`config.mk`:
```
export PLATFORM = sky130hd
export DESIGN_NAME = dq_ctrl
export DESIGN_NICKNAME = d
export VERILOG_FILES = /design/src/sv/dq_pkg.sv /design/src/sv/dq_ctrl.sv
export SDC_FILE = /design/constraint.sdc
export NUM_CORES = 1
export LEC_CHECK = 0
export ABC_AREA = 1
export BUFFER_PORTS_ARGS = -buffer_cell sky130_fd_sc_hd__buf_4
export CAP_MARGIN = 10
export CORE_AREA = 5 5 42 44
export DETAILED_ROUTE_END_ITERATION = 8
export DIE_AREA = 0 0 47 49
export MAX_ROUTING_LAYER = met4
export SYNTH_ARGS = -nofsm -noshare
export SYNTH_HDL_FRONTEND = slang
export SYNTH_SLANG_ARGS = --single-unit
```
`constraint.sdc`:
```
create_clock -name clk -period 1 [get_ports clk]
set_input_delay 0.15 -clock clk [delete_from_list [all_inputs] [get_ports clk]]
set_output_delay 0.15 -clock clk [all_outputs]
set_load 0.02 [all_outputs]
```
`src/sv/dq_pkg.sv`:
```
// Package for the double-ended queue: opcodes, status codes, beat payload types
// and the command struct between the controller and the datapath.
// No dependencies.
package dq_pkg;

  localparam int DEPTH_DEFAULT = 1024;

  localparam logic [2:0] OP_PUSH_FRONT = 3'd0;
  localparam logic [2:0] OP_PUSH_BACK  = 3'd1;
  localparam logic [2:0] OP_POP_FRONT  = 3'd2;
  localparam logic [2:0] OP_POP_BACK   = 3'd3;
  localparam logic [2:0] OP_PEEK_FRONT = 3'd4;
  localparam logic [2:0] OP_PEEK_BACK  = 3'd5;

  localparam logic [1:0] ST_OK    = 2'd0;
  localparam logic [1:0] ST_EMPTY = 2'd1;
  localparam logic [1:0] ST_FULL  = 2'd2;

  typedef struct packed {
    logic [2:0]         opcode;
    logic signed [31:0] push_value;
  } in_item_t;

  typedef struct packed {
    logic signed [31:0] read_value;
    logic [1:0]         status;
    logic [10:0]        count;
    logic               is_empty;
  } out_item_t;

  typedef struct packed {
    logic capture;  // latch the accepted input beat
    logic exec;     // memory access and pointer/count update
    logic load;     // move the result into the output register
  } cmd_t;

endpackage

```
`src/sv/dq_ctrl.sv`:
```
// Controller for the double-ended queue: sequences capture, execute and load,
// and owns the output valid flag. Depends on dq_pkg.
module dq_ctrl (
  input  logic         clk,
  input  logic         rst,
  input  logic         in_valid,
  output logic         in_ready,
  output logic         out_valid,
  input  logic         out_ready,
  output dq_pkg::cmd_t cmd
);

  localparam logic [1:0] S_IDLE = 2'd0;
  localparam logic [1:0] S_EXEC = 2'd1;
  localparam logic [1:0] S_LOAD = 2'd2;

  logic [1:0] state;
  logic [1:0] state_next;
  logic       slot_free;

  assign in_ready  = (state == S_IDLE);
  assign slot_free = !out_valid || out_ready;

  always_comb begin
    state_next  = state;
    cmd.capture = 1'b0;
    cmd.exec    = 1'b0;
    cmd.load    = 1'b0;
    unique case (state)
      S_IDLE: begin
        if (in_valid) begin
          cmd.capture = 1'b1;
          state_next  = S_EXEC;
        end
      end
      S_EXEC: begin
        cmd.exec   = 1'b1;
        state_next = S_LOAD;
      end
      S_LOAD: begin
        // wait here until the previous result beat has left
        if (slot_free) begin
          cmd.load   = 1'b1;
          state_next = S_IDLE;
        end
      end
      default: state_next = S_IDLE;
    endcase
  end

  always_ff @(posedge clk) begin
    if (rst) begin
      state     <= S_IDLE;
      out_valid <= 1'b0;
    end else begin
      state <= state_next;
      if (cmd.load) begin
        out_valid <= 1'b1;
      end else if (out_ready) begin
        out_valid <= 1'b0;
      end
    end
  end

endmodule

```
==> summary.md, run 1 <==
| Metric | Value |
|---|---|
| Period utilisation layout | `106%` |
| Setup WS pre-CTS | `119 ps` |
| Initial core utilization | `10.6%` |
| DR vias | `162` |
| Switching Fraction | `between 20 and 30%` |
| Core area | `1400 µm²` |
| Gr ovfl total | `0` |
| Global-route wire length before repair | `531 µm` |
| Yosys top cell by area | `dfxtp_1` |
| Hold Startpoint | `rst` |
| Residual DRC | `0` |
| Max_cap viols | `0` |
| Yosys top cell area share | `40.3%` |
| Clk pwr share | `47.2%` |
| Fin. max-slew vios | `0` |
| WHS Path Cells | `2` |
| Slew HR | `roughly nine tenths` |
| Slew @ Worst Pin | `141 ps` |
| Skew-Pair Late Insertion Delay | `230 ps` |
| Hold endpoint | `state[1]` |
| Fmax | `between 900 and 1000 MHz` |
| Clock-pin slew of the registers on the worst-case setup and hold paths | `~40 ps` |
| Die H | `49 µm` |
| Top cells by area, synth | `dfxtp_1 (40%), inv_1 (13%), nand2_1 (7.6%)` |
| Fin nets | `38` |
| Critical Path AT | `910 ps` |
| Post-layout util | `22.2%` |
| WL final | `363 µm` |
| Mapped cell area | `149 µm²` |
| Yosys warnings | `0` |
| RR Startpoint | `state[1]` |
| # rows | `14` |
| Leakage | `about 0.14 nW` |
| CTS tree | `yes` |
| Startpoint Class | `register` |
| Sequential area share after synthesis | `40.3%` |
| Setup total negative slack | `-137 ps` |
| I/O Buffers | `8` |
| Filler cells | `167` |
| R2R Setup Slk | `~170 ps` |
| Pwr Total | `0.436 mW` |
| Yosys reg bits | `3` |
| PD cells | `1400 nW/µm²` |
| Failing checks | `setup timing` |
| Die X | `47 µm` |
| Crit path kind | `register to output port` |
| All-layer global routing usage | `3.97%` |
| Req. time, crit path | `850 ps` |
| Hold Vio Cnt, Final | `0` |
| FF-to-FF path depth | `5` |
| Layout cells sized above 1 | `around 85%` |
| Vias in the first global route | `162` |
| DR pass1 iterations | `1` |
| Area grow syn2layout | `109%` |
| Peak VDD IR | `0.000215 V` |
| Routed length per instance | `between 7 and 8 µm` |
| Die Area | `2300 µm²` |
| Final Skew | `0.578 ps` |
| Multi-input logic area | `88.8 µm²` |
| Initial antenna violation count | `0` |
| I/O pins | `9` |
| CTS Buf Count | `3` |
| CTS sink cnt | `3` |
| Yosys cell types | `11` |
| Gp weighted congestion | `roughly 0.58` |
| Antenna Nets Post-Route | `0` |
| Root Buffer | `clkbuf_4` |
| Status | `finished with violations` |
| Vias/cell | `3.31` |
| Final Critical Period | `approximately 1100 ps` |
| Crit. End Element | `output port` |
| Max Buffers Root-to-Sink | `2` |
| CTS H-tree lvls | `1` |
| Final WS setup | `-64.1 ps` |
| Violation count after the first detailed-routing iteration | `0` |
| Final setup violation count | `3` |
| Syn nets | `23` |
| RSZ-0062 raised after global routing | `yes` |
| Most common cell after layout, fill and taps aside | `buf_4` |
| Worst hold path type | `primary input to register` |
| Post-DP HPWL | `approximately 260 µm` |
| Synthesized instance count | `19` |
| Comb power frac | `roughly 23%` |
| Internal power | `0.324 mW` |
| Pin count of the biggest net entering global routing | `5` |
| Avg Cell Area, Syn | `between 7 and 8 µm²` |
| Flop pwr share | `30.3%` |
| Psw | `~0.11 mW` |
| Worst R2R End | `state[1]` |
| FF+latch area | `65.1 µm²` |
| Most frequent cells in the layout | `buf_4 (7), inv_2 (3), clkbuf_4 (3), buf_6 (3)` |
| Crit Path Max Fanout | `4` |
| Inserted Diodes | `0` |
-- critical path: stages (launching register included) --
cell and delay (ps):
dfxtp_4 350, inv_2 60, nand2_4 50, nor2_4 100
buf_6 120
-- synthesized netlist by cell type (all sizes together) --
| library cell | count |
|---|---|
| o21ba | 1 |
| inv | 6 |
| nor2 | 3 |
| a21oi | 1 |
| dfxtp | 3 |
| nand2 | 3 |
| nor3 | 2 |
-- area by class of cell --
class	count	share of cell area, %
clock buffers	4	8.43
inverters	6	8.03
multi-input cells	10	28.5
flip-flops and latches	3	20.9
well taps	16	6.43
repair buffers	10	27.7
-- metal layers --
metal / GRT usage, % / vias up / wire length (µm)
li1: - / 84 / -
met1: 1.75 / 75 / 95
met2: 5.88 / 3 / 243
met3: 1.11 / 0 / 25
met4: 8.29 / 0 / 0
met5: - / - / 0
-- worst max-delay path by stage --
stage | from | endpoint | slack [ps] | cells past startpoint
finish | state[0] | cmd[2] | -60 | 4
global route | state[0] | cmd[2] | -120 | 4
CTS | state[1] | cmd[2] | -80 | 4
detailed placement | state[0] | cmd[2] | 120 | 4
global placement | state[0] | cmd[2] | 110 | 4
floorplan | out_valid | cmd[0] | 70 | 3
-- metrics by stage --
stage	area (µm²)	instances	hold WS, ps
after floorplan	154	19	212
after global placement	234	43	334
after detailed placement	234	43	335
after CTS	288	48	80.9
after global routing	312	49	92.9
final	312	49	91.1
-- power groups by stage --
stage / Clock (mW) / Sequential [mW] / Combinational (mW)
floorplan: 0 / 0.133 / 0.0379
global placement: 0 / 0.132 / 0.0727
detailed placement: 0 / 0.132 / 0.0728
CTS: 0.220 / 0.132 / 0.0870
global route: 0.219 / 0.133 / 0.106
finish: 0.206 / 0.132 / 0.0982
-- state kept, by name (all words and copies together), names as in the netlist --
| signal | count |
|---|---|
| out_valid | 1 |
| state | 2 |
-- kinds of logic (layout without fill, tap and decap cells) --
family | after synthesis | in the layout | synth area share, %
compound gates | 2 | 2 | 12.6
buf+inv | 6 | 20 | 15.1
flops | 3 | 3 | 40.3
simple gates | 8 | 8 | 31.9
-- what timing repair did --
item,in CTS,in global routing
buffers inserted,1,1
resized for setup,11,4
endpoints found under the setup margin,4,4
gates cloned,0,0
hold buffers,0,0
pin swaps,0,1
Note: power is estimated with default switching activity, not from simulation.
==> run 2: changes to the inputs <==
CELL_PAD_IN_SITES_DETAIL_PLACEMENT = 0   (was unset)
CELL_PAD_IN_SITES_GLOBAL_PLACEMENT = 1   (was unset)
PLACE_DENSITY_LB_ADDON = 0.1   (was unset)
SKIP_CTS_REPAIR_TIMING = 1   (was unset)
==> summary.md, run 2 (same netlist as run 1, synthesis figures left out) <==
| Metric | Value |
|---|---|
| Status | `finished with violations` |
| Failing checks | `setup timing` |
| I/O pins | `9 (unchanged)` |
| Cell family with most CP delay | `flip-flops` |
| CTS H-tree lvls | `1 (unchanged)` |
| Max Buffers Root-to-Sink | `2 (unchanged)` |
| FF-to-FF path depth | `4 (-1)` |
| DR pass1 iterations | `1 (unchanged)` |
| Flop pwr share | `30.5% (+0.2 points)` |
| Gr ovfl total | `0 (unchanged)` |
| Filler cells | `173 (+3.6%)` |
| Global-route wire length before repair | `545 µm (+2.6%)` |
| Biggest regs | `state (2), out_valid (1)` |
| Crit. End Element | `output port` |
| Root Buffer | `clkbuf_4` |
| CTS tree | `yes` |
| DR vias | `150 (-7.4%)` |
| Crit path kind | `register to output port` |
| Hold Vio Cnt, Final | `0 (unchanged)` |
| Most frequent cells in the layout | `buf_4 (5), inv_2 (3), clkbuf_4 (3), buf_6 (3)` |
| FF+latch area | `66.3 µm² (+1.9%)` |
| R2R Setup Slk | `270 ps (+100 ps)` |
| PD cells | `1450 nW/µm² (+3.8%)` |
| Comb power frac | `21.0% (-1.5 points)` |
| Internal power | `0.319 mW (-1.6%)` |
| Post-layout util | `21.3% (-0.98 points)` |
| CTS sink cnt | `3 (unchanged)` |
| RSZ-0062 raised after global routing | `yes` |
| Worst hold path type | `primary input to register` |
| Period utilisation layout | `107% (+0.61 points)` |
| Switching Fraction | `26.2% (+0.58 points)` |
| Fin. max-slew vios | `0 (unchanged)` |
| Core area | `1400 µm² (unchanged)` |
| Initial core utilization | `10.6% (unchanged)` |
| Pin count of the biggest net entering global routing | `5 (unchanged)` |
| Initial antenna violation count | `0 (unchanged)` |
| Vias/cell | `3.19 (-3.5%)` |
| Startpoint Class | `register` |
| Fmax | `934 MHz (-0.57%)` |
| Leakage | `0.129 nW (-7.0%)` |
| Peak VDD IR | `0.000475 V (+120%)` |
| Post-DP HPWL | `280 µm (+6.6%)` |
| Buf+Inv Stages, Crit Path | `2 (unchanged)` |
| Clk pwr share | `48.5% (+1.3 points)` |
| RR Startpoint | `out_valid` |
| Req. time, crit path | `850 ps (about the same)` |
| Slew HR | `91.4% (+0.77 points)` |
| Hold Startpoint | `rst` |
| Worst hold slack | `88.1 ps (-2.94 ps)` |
| Fin nets | `36 (-5.3%)` |
| Violation count after the first detailed-routing iteration | `0 (unchanged)` |
| Final Critical Period | `1070 ps (+6.11 ps)` |
| Area grow syn2layout | `100%` |
| Setup total negative slack | `-169 ps (-32.4 ps)` |
| Routed length per instance | `7.40 µm (about the same)` |
| Worst path max stage delay | `350 ps (about the same)` |
| Final setup violation count | `4 (+1)` |
| Critical Path AT | `920 ps (about the same)` |
| WL final | `348 µm (-4.1%)` |
| Residual DRC | `0 (unchanged)` |
| CTS Buf Count | `3 (unchanged)` |
| Multi-input logic area | `88.8 µm² (unchanged)` |
| Hold endpoint | `state[1]` |
| Reg with most FFs | `state` |
| Max_cap viols | `0 (unchanged)` |
| Die H | `49 µm (unchanged)` |
| WHS Path Cells | `2 (unchanged)` |
| Clock-pin slew of the registers on the worst-case setup and hold paths | `40 ps (about the same)` |
| Most common cell after layout, fill and taps aside | `buf_4` |
| Crit Path Max Fanout | `4 (unchanged)` |
| Slew @ Worst Pin | `129 ps (-11.5 ps)` |
| Final WS setup | `-70.2 ps (-6.11 ps)` |
| Vias in the first global route | `141 (-13%)` |
| Number of flip-flops in the largest register | `2 (unchanged)` |
| Worst R2R End | `state[1]` |
| # rows | `14 (unchanged)` |
| Inserted Diodes | `0 (unchanged)` |
| All-layer global routing usage | `3.97% (unchanged)` |
| Final Skew | `1.12 ps (+0.542 ps)` |
| Gp weighted congestion | `0.583 (+0.73%)` |
| Skew-Pair Late Insertion Delay | `230 ps (about the same)` |
| Psw | `0.114 mW (+1.5%)` |
| Antenna Nets Post-Route | `0 (unchanged)` |
| Die X | `47 µm (unchanged)` |
| Critical-path cell list | `inv_2 > nand2_4 > nor2_4 > buf_6` |
| Die Area | `2300 µm² (unchanged)` |
| CP max stage cell | `dfxtp_4` |
| I/O Buffers | `8 (unchanged)` |
| Layout cells sized above 1 | `87.1% (+2.2 points)` |
==> run 2: changes by cell type in the layout (fill, tap and decap cells not counted), sizes merged <==
cell and delta:
buf -2
==> run 2: cell type report <==
cell class / instances / area share (%)
multi-input cells: 10 / 29.8
repair buffers: 8 / 23.9
flip-flops and latches: 3 / 22.3
clock buffers: 4 / 8.82
inverters: 6 / 8.40
well taps: 16 / 6.72
==> run 2: through the flow <==
stage / cell area [µm²] / std cells / total power, mW / worst slack (ps)
4_1_cts: 260 / 47 / 0.423 / -142
5_1_grt: 298 / 47 / 0.457 / -117
3_3_place_gp: 234 / 43 / 0.206 / 89.6
6_report: 298 / 47 / 0.433 / -70.2
2_1_floorplan: 154 / 19 / 0.171 / 65.6
3_5_place_dp: 234 / 43 / 0.205 / 114
==> run 2: layer usage <==
layer | vias up | GRT usage (%) | part of all wire (%)
met2 | 9 | 3.39 | 40
met4 | 0 | 4.15 | 1.4
met1 | 61 | 4.17 | 46
met3 | 2 | 4.43 | 13
li1 | 78 | - | -
met5 | - | - | 0
==> run 2: worst max-delay path by stage <==
stage          startpoint  endpoint  slack [ps]  depth (start not counted)
2_1_floorplan   out_valid    cmd[0]          70                          3
3_3_place_gp     state[0]    cmd[2]          90                          4
3_5_place_dp     state[0]    cmd[2]         110                          4
4_1_cts          state[0]    cmd[2]        -140                          4
5_1_grt          state[0]    cmd[2]        -120                          4
6_report         state[0]    cmd[2]         -70                          4
==> run 2: power by group through the flow <==
| stage | clock network [mW] | registers (mW) | logic (mW) |
|---|---|---|---|
| 2_1_floorplan | 0 | 0.133 | 0.0379 |
| 3_3_place_gp | 0 | 0.133 | 0.0736 |
| 3_5_place_dp | 0 | 0.132 | 0.0732 |
| 4_1_cts | 0.220 | 0.130 | 0.0735 |
| 5_1_grt | 0.226 | 0.133 | 0.0989 |
| 6_report | 0.210 | 0.132 | 0.0911 |
